File: src/lpfp_pkg.sv
package lpfp_pkg;

   // Fixed frame geometry.
   localparam int HDR_BYTES = 24;
   localparam int LEN_BYTES = 4;
   localparam int HDR_W = 8 * HDR_BYTES;
   localparam int IDX_W = 5;
   localparam logic [IDX_W-1:0] LEN_LAST = IDX_W'(LEN_BYTES - 1);
   localparam logic [IDX_W-1:0] HDR_LAST = IDX_W'(HDR_BYTES - 1);

   // Default payload limit and the register's width.
   localparam int MAX_PAYLOAD_DEF = 4096;
   localparam int MAX_PAYLOAD_REG_W = 13;
   localparam int BODY_LEN_W = 13;

   // Register file layout.
   localparam int CSR_ADDR_W = 3;
   localparam int CSR_DATA_W = 32;
   localparam logic CSR_IDX_MAX_PAYLOAD = 1'b0;
   localparam logic [MAX_PAYLOAD_REG_W-1:0] MAX_PAYLOAD_RST = MAX_PAYLOAD_REG_W'(4096);

   typedef enum logic [1:0] {
      KIND_HEADER  = 2'd0,
      KIND_PAYLOAD = 2'd1,
      KIND_ERROR   = 2'd2
   } kind_type;

   typedef enum logic [1:0] {
      PH_LEN = 2'd0,
      PH_HDR = 2'd1,
      PH_PAY = 2'd2,
      PH_ERR = 2'd3
   } phase_type;

   // Header layout in wire order, first byte at the top.
   typedef struct packed {
      logic [7:0]  version;
      logic [7:0]  msg_type;
      logic [15:0] flags;
      logic [31:0] sender;
      logic [31:0] room_id;
      logic [63:0] timestamp;
      logic [31:0] msg_ident;
   } hdr_type;

   typedef struct packed {
      kind_type                 result_kind;
      hdr_type                  hdr;
      logic [BODY_LEN_W-1:0]    body_len;
      logic [7:0]               payload_byte;
      logic                     last;
   } rsp_type;

endpackage

File: src/lpfp_csr.sv
module lpfp_csr
   import lpfp_pkg::*;
#(
   parameter int MAX_PAYLOAD = MAX_PAYLOAD_DEF,
   parameter int PL_W = 13
) (
   input  logic                  clock,
   input  logic                  reset,
   input  logic                  psel,
   input  logic                  penable,
   input  logic                  pwrite,
   input  logic [CSR_ADDR_W-1:0] paddr,
   input  logic [CSR_DATA_W-1:0] pwdata,
   output logic [CSR_DATA_W-1:0] prdata,
   output logic [PL_W-1:0]       limit
);

   logic [MAX_PAYLOAD_REG_W-1:0] max_len_ff;
   logic [MAX_PAYLOAD_REG_W-1:0] max_len_in;
   logic                         wr_max_len;

   // A write lands in the access phase of the transaction.
   assign wr_max_len = psel && penable && pwrite && (paddr[2] == CSR_IDX_MAX_PAYLOAD);
   assign max_len_in = wr_max_len ? pwdata[MAX_PAYLOAD_REG_W-1:0] : max_len_ff;

   always_ff @(posedge clock) begin
      if (reset) begin
         max_len_ff <= MAX_PAYLOAD_RST;
      end else begin
         max_len_ff <= max_len_in;
      end
   end

   // Reads return the register, other addresses read as zero.
   always_comb begin
      prdata = '0;
      if (paddr[2] == CSR_IDX_MAX_PAYLOAD) begin
         prdata = CSR_DATA_W'(max_len_ff);
      end
   end

   // The limit in use never exceeds the build-time payload maximum.
   always_comb begin
      if (32'(max_len_ff) > 32'(MAX_PAYLOAD)) begin
         limit = PL_W'(MAX_PAYLOAD);
      end else begin
         limit = PL_W'(max_len_ff);
      end
   end

endmodule

File: src/lpfp_in_stage.sv
module lpfp_in_stage
   import lpfp_pkg::*;
(
   input  logic       clock,
   input  logic       reset,
   input  logic       in_valid,
   input  logic [7:0] in_byte,
   output logic       in_ready,
   input  logic       take,
   output logic       item_valid,
   output logic [7:0] item_byte
);

   logic       valid_ff;
   logic       valid_in;
   logic [7:0] byte_ff;
   logic [7:0] byte_in;
   logic       load;

   // The stage refills in the same cycle that the core consumes it.
   assign in_ready = !valid_ff || take;
   assign load = in_valid && in_ready;
   assign valid_in = load ? 1'b1 : (take ? 1'b0 : valid_ff);
   assign byte_in = load ? in_byte : byte_ff;

   always_ff @(posedge clock) begin
      if (reset) begin
         valid_ff <= 1'b0;
      end else begin
         valid_ff <= valid_in;
      end
   end

   always_ff @(posedge clock) begin
      byte_ff <= byte_in;
   end

   assign item_valid = valid_ff;
   assign item_byte = byte_ff;

endmodule

File: src/lpfp_core.sv
module lpfp_core
   import lpfp_pkg::*;
#(
   parameter int PL_W = 13
) (
   input  logic            clock,
   input  logic            reset,
   input  logic            item_valid,
   input  logic [7:0]      item_byte,
   input  logic            out_free,
   input  logic [PL_W-1:0] limit,
   output logic            take,
   output logic            has_result,
   output rsp_type         result
);

   phase_type              phase_ff;
   phase_type              phase_in;
   logic [IDX_W-1:0]       idx_ff;
   logic [IDX_W-1:0]       idx_in;
   logic [23:0]            len_sr_ff;
   logic [23:0]            len_sr_in;
   logic [HDR_W-9:0]       hdr_sr_ff;
   logic [HDR_W-9:0]       hdr_sr_in;
   logic [PL_W-1:0]        left_ff;
   logic [PL_W-1:0]        left_in;
   logic [31:0]            total_len;
   logic [31:0]            len_diff;
   logic                   len_ok;
   logic [HDR_W-1:0]       hdr_full;

   // Length check on the fourth length byte.
   assign total_len = {len_sr_ff, item_byte};
   assign len_diff = total_len - 32'(HDR_BYTES);
   assign len_ok = (total_len >= 32'(HDR_BYTES)) && (len_diff <= 32'(limit));
   assign hdr_full = {hdr_sr_ff, item_byte};

   // An item that yields no result never waits on the output register.
   assign take = item_valid && (!has_result || out_free);

   // Result for the byte in the input stage.
   always_comb begin
      has_result = 1'b0;
      result = '0;
      case (phase_ff)
         PH_LEN: begin
            if (idx_ff == LEN_LAST && !len_ok) begin
               has_result = 1'b1;
               result.result_kind = KIND_ERROR;
               result.last = 1'b1;
            end
         end
         PH_HDR: begin
            if (idx_ff == HDR_LAST) begin
               has_result = 1'b1;
               result.result_kind = KIND_HEADER;
               result.hdr = hdr_type'(hdr_full);
               result.body_len = BODY_LEN_W'(left_ff);
               result.last = (left_ff == '0);
            end
         end
         PH_PAY: begin
            has_result = 1'b1;
            result.result_kind = KIND_PAYLOAD;
            result.payload_byte = item_byte;
            result.last = (left_ff == PL_W'(1));
         end
         default: begin
            has_result = 1'b0;
         end
      endcase
   end

   // Next state, advanced only when the byte is consumed.
   always_comb begin
      phase_in = phase_ff;
      idx_in = idx_ff;
      len_sr_in = len_sr_ff;
      hdr_sr_in = hdr_sr_ff;
      left_in = left_ff;
      if (take) begin
         case (phase_ff)
            PH_LEN: begin
               len_sr_in = total_len[23:0];
               if (idx_ff == LEN_LAST) begin
                  idx_in = '0;
                  if (len_ok) begin
                     phase_in = PH_HDR;
                     left_in = PL_W'(len_diff);
                  end else begin
                     phase_in = PH_ERR;
                  end
               end else begin
                  idx_in = idx_ff + IDX_W'(1);
               end
            end
            PH_HDR: begin
               hdr_sr_in = hdr_full[HDR_W-9:0];
               if (idx_ff == HDR_LAST) begin
                  idx_in = '0;
                  phase_in = (left_ff == '0) ? PH_LEN : PH_PAY;
               end else begin
                  idx_in = idx_ff + IDX_W'(1);
               end
            end
            PH_PAY: begin
               left_in = left_ff - PL_W'(1);
               if (left_ff == PL_W'(1)) begin
                  phase_in = PH_LEN;
               end
            end
            default: begin
               phase_in = PH_ERR;
            end
         endcase
      end
   end

   always_ff @(posedge clock) begin
      if (reset) begin
         phase_ff <= PH_LEN;
         idx_ff <= '0;
         left_ff <= '0;
      end else begin
         phase_ff <= phase_in;
         idx_ff <= idx_in;
         left_ff <= left_in;
      end
   end

   always_ff @(posedge clock) begin
      len_sr_ff <= len_sr_in;
      hdr_sr_ff <= hdr_sr_in;
   end

`ifndef ASSERT_OFF
   // Once in error, no byte produces a result.
   assert property (@(posedge clock) disable iff (reset)
      (phase_ff == PH_ERR) |-> !has_result)
      else $error("result produced in error phase");

   // An error result locks the parser.
   assert property (@(posedge clock) disable iff (reset)
      (take && has_result && result.result_kind == KIND_ERROR) |=> (phase_ff == PH_ERR))
      else $error("error result did not lock the parser");

   // The payload phase always has bytes left to emit.
   assert property (@(posedge clock) disable iff (reset)
      (phase_ff == PH_PAY) |-> (left_ff != '0))
      else $error("payload phase with no bytes left");

   // The length phase counts at most four bytes.
   assert property (@(posedge clock) disable iff (reset)
      (phase_ff == PH_LEN) |-> (idx_ff <= LEN_LAST))
      else $error("length byte index out of range");
`endif

endmodule

File: src/length_prefixed_frame_parser.sv
// Channel   Direction  Handshake          Payload
// req       in         req_valid/ready    req_data_byte (8 bits)
// rsp       out        rsp_valid/ready    kind, header fields, body length, byte, last
// csr       in         csr_psel/penable   payload limit register at byte address 0
//
// One byte is accepted per clock cycle unless the result register stalls; a
// byte passes the input stage and then the result register before its result.
// A stalled result register holds back only bytes that yield a result. Reset
// is synchronous and active high and returns the parser to the length phase
// with the limit register at 4096. A length error stays until reset.
module length_prefixed_frame_parser
   import lpfp_pkg::*;
#(
   parameter int MAX_PAYLOAD = MAX_PAYLOAD_DEF
) (
   input  logic                     clock,
   input  logic                     reset,
   input  logic                     req_valid,
   output logic                     req_ready,
   input  logic [7:0]               req_data_byte,
   output logic                     rsp_valid,
   input  logic                     rsp_ready,
   output logic [1:0]               rsp_result_kind,
   output logic [7:0]               rsp_version,
   output logic [7:0]               rsp_msg_type,
   output logic [15:0]              rsp_flags,
   output logic [31:0]              rsp_sender,
   output logic [31:0]              rsp_room_id,
   output logic [63:0]              rsp_timestamp,
   output logic [31:0]              rsp_msg_ident,
   output logic [BODY_LEN_W-1:0]    rsp_body_len,
   output logic [7:0]               rsp_payload_byte,
   output logic                     rsp_last,
   input  logic                     csr_psel,
   input  logic                     csr_penable,
   input  logic                     csr_pwrite,
   input  logic [CSR_ADDR_W-1:0]    csr_paddr,
   input  logic [CSR_DATA_W-1:0]    csr_pwdata,
   output logic [CSR_DATA_W-1:0]    csr_prdata,
   output logic                     csr_pready
);

   localparam int LIM_MAX = (MAX_PAYLOAD < 8191) ? MAX_PAYLOAD : 8191;
   localparam int PL_W = $clog2(LIM_MAX + 1);

   logic            item_valid;
   logic [7:0]      item_byte;
   logic            take;
   logic            has_result;
   logic            out_free;
   logic [PL_W-1:0] limit;
   rsp_type         result;
   rsp_type         rsp_ff;
   rsp_type         rsp_in;
   logic            rsp_valid_ff;
   logic            rsp_valid_in;
   logic            rsp_load;

   assign csr_pready = 1'b1;

   lpfp_csr #(
      .MAX_PAYLOAD(MAX_PAYLOAD),
      .PL_W(PL_W)
   ) u_csr (
      .clock(clock),
      .reset(reset),
      .psel(csr_psel),
      .penable(csr_penable),
      .pwrite(csr_pwrite),
      .paddr(csr_paddr),
      .pwdata(csr_pwdata),
      .prdata(csr_prdata),
      .limit(limit)
   );

   lpfp_in_stage u_in_stage (
      .clock(clock),
      .reset(reset),
      .in_valid(req_valid),
      .in_byte(req_data_byte),
      .in_ready(req_ready),
      .take(take),
      .item_valid(item_valid),
      .item_byte(item_byte)
   );

   lpfp_core #(
      .PL_W(PL_W)
   ) u_core (
      .clock(clock),
      .reset(reset),
      .item_valid(item_valid),
      .item_byte(item_byte),
      .out_free(out_free),
      .limit(limit),
      .take(take),
      .has_result(has_result),
      .result(result)
   );

   // Result register: refilled in the cycle the previous transaction leaves.
   assign out_free = !rsp_valid_ff || rsp_ready;
   assign rsp_load = take && has_result;
   assign rsp_valid_in = rsp_load ? 1'b1 : (rsp_ready ? 1'b0 : rsp_valid_ff);
   assign rsp_in = rsp_load ? result : rsp_ff;

   always_ff @(posedge clock) begin
      if (reset) begin
         rsp_valid_ff <= 1'b0;
      end else begin
         rsp_valid_ff <= rsp_valid_in;
      end
   end

   always_ff @(posedge clock) begin
      rsp_ff <= rsp_in;
   end

   assign rsp_valid = rsp_valid_ff;
   assign rsp_result_kind = rsp_ff.result_kind;
   assign rsp_version = rsp_ff.hdr.version;
   assign rsp_msg_type = rsp_ff.hdr.msg_type;
   assign rsp_flags = rsp_ff.hdr.flags;
   assign rsp_sender = rsp_ff.hdr.sender;
   assign rsp_room_id = rsp_ff.hdr.room_id;
   assign rsp_timestamp = rsp_ff.hdr.timestamp;
   assign rsp_msg_ident = rsp_ff.hdr.msg_ident;
   assign rsp_body_len = rsp_ff.body_len;
   assign rsp_payload_byte = rsp_ff.payload_byte;
   assign rsp_last = rsp_ff.last;

`ifndef ASSERT_OFF
   // A result is only loaded when the register is free.
   assert property (@(posedge clock) disable iff (reset)
      rsp_load |-> out_free)
      else $error("result register overwritten");

   // A waiting result is not lost when a byte without a result advances.
   assert property (@(posedge clock) disable iff (reset)
      (rsp_valid_ff && !rsp_ready) |=> rsp_valid_ff)
      else $error("pending result dropped");

   // A byte that yields a result advances only into a free register.
   assert property (@(posedge clock) disable iff (reset)
      (item_valid && has_result && !out_free) |-> !take)
      else $error("byte consumed while result register full");
`endif

endmodule
File: config.mk
export PLATFORM = sky130hd
export DESIGN_NAME = length_prefixed_frame_parser
export DESIGN_NICKNAME = d
export VERILOG_FILES = /design/src/lpfp_pkg.sv /design/src/lpfp_csr.sv /design/src/lpfp_in_stage.sv /design/src/lpfp_core.sv /design/src/length_prefixed_frame_parser.sv
export SDC_FILE = /design/constraint.sdc
export NUM_CORES = 1
export LEC_CHECK = 0
export ABC_AREA = 1
export BUFFER_PORTS_ARGS = -buffer_cell sky130_fd_sc_hd__clkbuf_2
export CORE_MARGIN = 2
export CORE_UTILIZATION = 35
export DETAILED_ROUTE_END_ITERATION = 6
export MAX_ROUTING_LAYER = met4
export PLACE_DENSITY = 0.58
export SLEW_MARGIN = 15
export SYNTH_ARGS = -nofsm -noshare
export SYNTH_HDL_FRONTEND = slang
export SYNTH_SLANG_ARGS = --single-unit
File: constraint.sdc
create_clock -name clock -period 24.5 [get_ports clock]
set_input_delay 0 -clock clock [delete_from_list [all_inputs] [get_ports clock]]
set_output_delay 0 -clock clock [all_outputs]
set_load 0.01 [all_outputs]
==> impl_metrics.csv <==
group,metric,value,unit
timing,final.min_clock_period,5.348,ns
setup_path,cp_top_family,"buffers and inverters",
finish,layout_commonest_cell,"edfxtp_1",
timing,tightest_slew,1.113,ns
setup_path,required,24.69,ns
timing,rsz0062_at_grt,"no",
timing,setup_viol,0,
timing,fin_crit_sh,21.83,%
clocking,clock_latency,0.59,ns
placed_design,gp_congestion,0.9047,
route,viasPerCell,4.389,
logic_synthesis,netlist.area_leader.share,71.04,%
setup_path,cp_max_fo,137,
setup_path,worst_ep_arrival_time,5.54,ns
logic_synthesis,syn_area_per_cell,12.16,µm²
setup_path,crit_top_cell,"nor2_1",
floorplan,die-area,54020,µm²
setup_path,slowest_stage,"buf_4",
setup_path,cp_num_buf_inv,4,
setup_path,startpoint_type,"flip-flop",
logic_synthesis,synth_top_cell_by_area,"edfxtp_1",
grt,antenna_found_initial,0,
route,drc,0,
logic_synthesis,yosys_warnings,0,
floorplan,start_util,35.52,%
power,seqPwrFrac,50.6,%
route,vias,11100,
power,power_density,77.25,nW/µm²
finish,antenna_cells,0,
finish,multiInputGateArea,3284,µm²
finish,seq_area,13670,µm²
power,power_switching,0.0003581,W
route,wl_per_cell,15.33,µm
timing,clock.fmax,187.0,MHz
logic_synthesis,synth_ff_type,"edfxtp_1",
grt,grt_pass1_vias,10540,
logic_synthesis,ys_types,38,
setup_path,end_kind,"flip-flop",
clocking,clk_path_buf_depth,3,
power,ir_worst_vdd,58.65,µV
run,drv_cap,0,
grt,grt-ovfl-total,0,
timing,skew,0.02651,ns
grt,grt_pass1_wl,59060,µm
clocking,cts-root-buf,"clkbuf_16",
clocking,cts_resized,0,
route,ant_nets,0,
logic_synthesis,synth-edff-count,432,
logic_synthesis,syn_inst,1502,
logic_synthesis,syn_area,18260,µm²
route,drt_first_pass_iters,6,
timing,fin_ws,19.15,ns
finish,fill_cells,4828,
finish,nets,1880,
route,routed_wl,38780,µm
setup_path,worstSetupPathType,"reg2reg",
floorplan,fp-row-count,83,
finish,layout-drive-gt1-share,20.76,%
floorplan,die_w,232.4,µm
placed_design,io_buffers,259,
logic_synthesis,synth-seq-area-share,74.87,%
floorplan,io_pins,301,
logic_synthesis,synth_seq_cells,467,
placed_design,dp_hpwl,25180,µm
timing,whs,0.1338,ns
logic_synthesis,synth.area.top_cells,"edfxtp_1, nor2_1, inv_1, dfxtp_1, nand2_1",
power,p_int,0.001366,W
timing,slew_headroom,25.83,%
timing,slew_viol_final,0,
finish,layout_common_cells,"edfxtp_1, nor2_1, inv_1, clkbuf_2, nand2_1",
status,outcome,"completed",
clocking,cts_tree,"done",
power,p_leak,9.797,nW
floorplan,coreArea,51410,µm²
timing,tns,0,ns
power,pwr-share-comb,2.3,%
placed_design,place_ws,19.04,ns
power,sw_frac_of_total,20.77,%
timing,hold_violations,0,
worst_hold_path,holdCritPathClass,"in2reg",
logic_synthesis,synthArstFlopShare,0,%
clocking,cts.clk_slew.worst_paths,0.06,ns
clocking,postCtsSetupBuffers,0,
finish,syn2layout_area_growth,22.21,%
setup_path,critPathMaxStageDelay,0.95,ns
grt,grt_max_degree,181,
clocking,cts_buffers,50,
grt,grt_usage,14.58,%
floorplan,die_h,232.4,µm
clocking,cts.sinks,467,
route,drtIter0Drc,778,
setup_path,path_cells,"ha_1, inv_1, nand2_1, o21ai_0, ha_1, a21oi_1, o21ai_0, nor2_1, nor2_1, nor2_1, o21ai_2, nand3_2, nand2_2, nand3_4, nand2_2, inv_2, nand3_1, inv_8, buf_4",
clocking,htreeDepth,2,
power,power_frac_clock,47.1,%
-- flip-flops by register name, summed over array words and instances (netlist names), 16 cells and up --
register          flops
rsp_flags            16
rsp_sender           32
rsp_room_id          32
u_core.hdr_sr_ff    184
rsp_timestamp        64
u_core.len_sr_ff     24
rsp_msg_ident        32
-- kinds of logic after synthesis --
logic type               Yosys count  synth area share (%)
flip-flops                       467                 74.87
AO/OA/AOI/OAI                     75                 2.268
adder cells (fa/ha/maj)           21                 1.439
XOR/XNOR                          12                0.5755
buffers and inverters            346                 7.605
AND/OR/NAND/NOR                  579                 13.20
other                              2               0.04113
-- per-stage QoR --
step	instance area (µm²)	total power (W)	utilization [%]	std cells
6_report	22320	0.001724	43.41	2530
5_1_grt	22320	0.001783	43.41	2530
4_1_cts	22320	0.001747	43.41	2530
3_5_place_dp	20260	0.0009264	39.42	2410
3_3_place_gp	20260	0.0009255	39.42	2410
2_1_floorplan	18330	0.0009154	-	1520
-- power groups by stage --
stage | clock network [W] | logic (W) | registers, W
global placement | 0 | 0.0000356 | 0.000890
CTS | 0.000834 | 0.0000397 | 0.000873
finish | 0.000812 | 0.0000396 | 0.000873
detailed placement | 0 | 0.0000364 | 0.000890
global route | 0.000865 | 0.0000449 | 0.000873
floorplan | 0 | 0.0000266 | 0.000889
-- repair_timing --
action                                 in CTS  in global routing
setup endpoints to repair                   0                  0
hold buffers                               27                  0
endpoints found under the hold margin      32                  0
-- worst paths after layout --
kind,startpoint,depth (start not counted),endpoint,slack [ns]
min,req_data_byte[2],2,u_in_stage.item_byte[2],0.13
max reg2reg,u_in_stage.item_byte[3],19,rsp_sender[15],19.15
max,u_in_stage.item_byte[3],19,rsp_sender[15],19.15
min reg2reg,u_core.hdr_sr_ff[168],0,u_core.hdr_sr_ff[176],0.44
-- final cells by class --
class | count | share of cell area, %
Clock buffer | 51 | 5.623
Clock inverter | 42 | 2.372
Inverter | 291 | 4.928
Multi-Input combinational cell | 707 | 14.72
Sequential cell | 467 | 61.27
Tap cell | 680 | 3.813
Timing Repair Buffer | 292 | 7.277
-- synth_stat cells, types with 4 or more instances --
cell type	n
edfxtp_1	432
nor2_1	331
inv_1	289
nand2_1	167
dfxtp_1	35
a21oi_1	30
nand3_1	30
clkbuf_1	28
o21ai_0	28
ha_1	21
buf_4	20
nand4_1	12
xor2_1	11
nand2_2	10
nor2_2	9
o21bai_1	8
buf_1	5
a31oi_1	4
nand3b_1	4
-- layer usage --
| layer | share of wire [%] | global-route usage [%] | vias to the layer above | wire [µm] |
|---|---|---|---|---|
| met4 | 2.2 | 4.287 | 0 | 837 |
| met3 | 6.9 | 3.395 | 67 | 2690 |
| met1 | 43 | 18.90 | 5249 | 16830 |
| met2 | 47 | 22.85 | 351 | 18420 |
| met5 | 0 | - | - | 0 |
| li1 | - | - | 5436 | - |
Power figures use the tool's default switching activity.
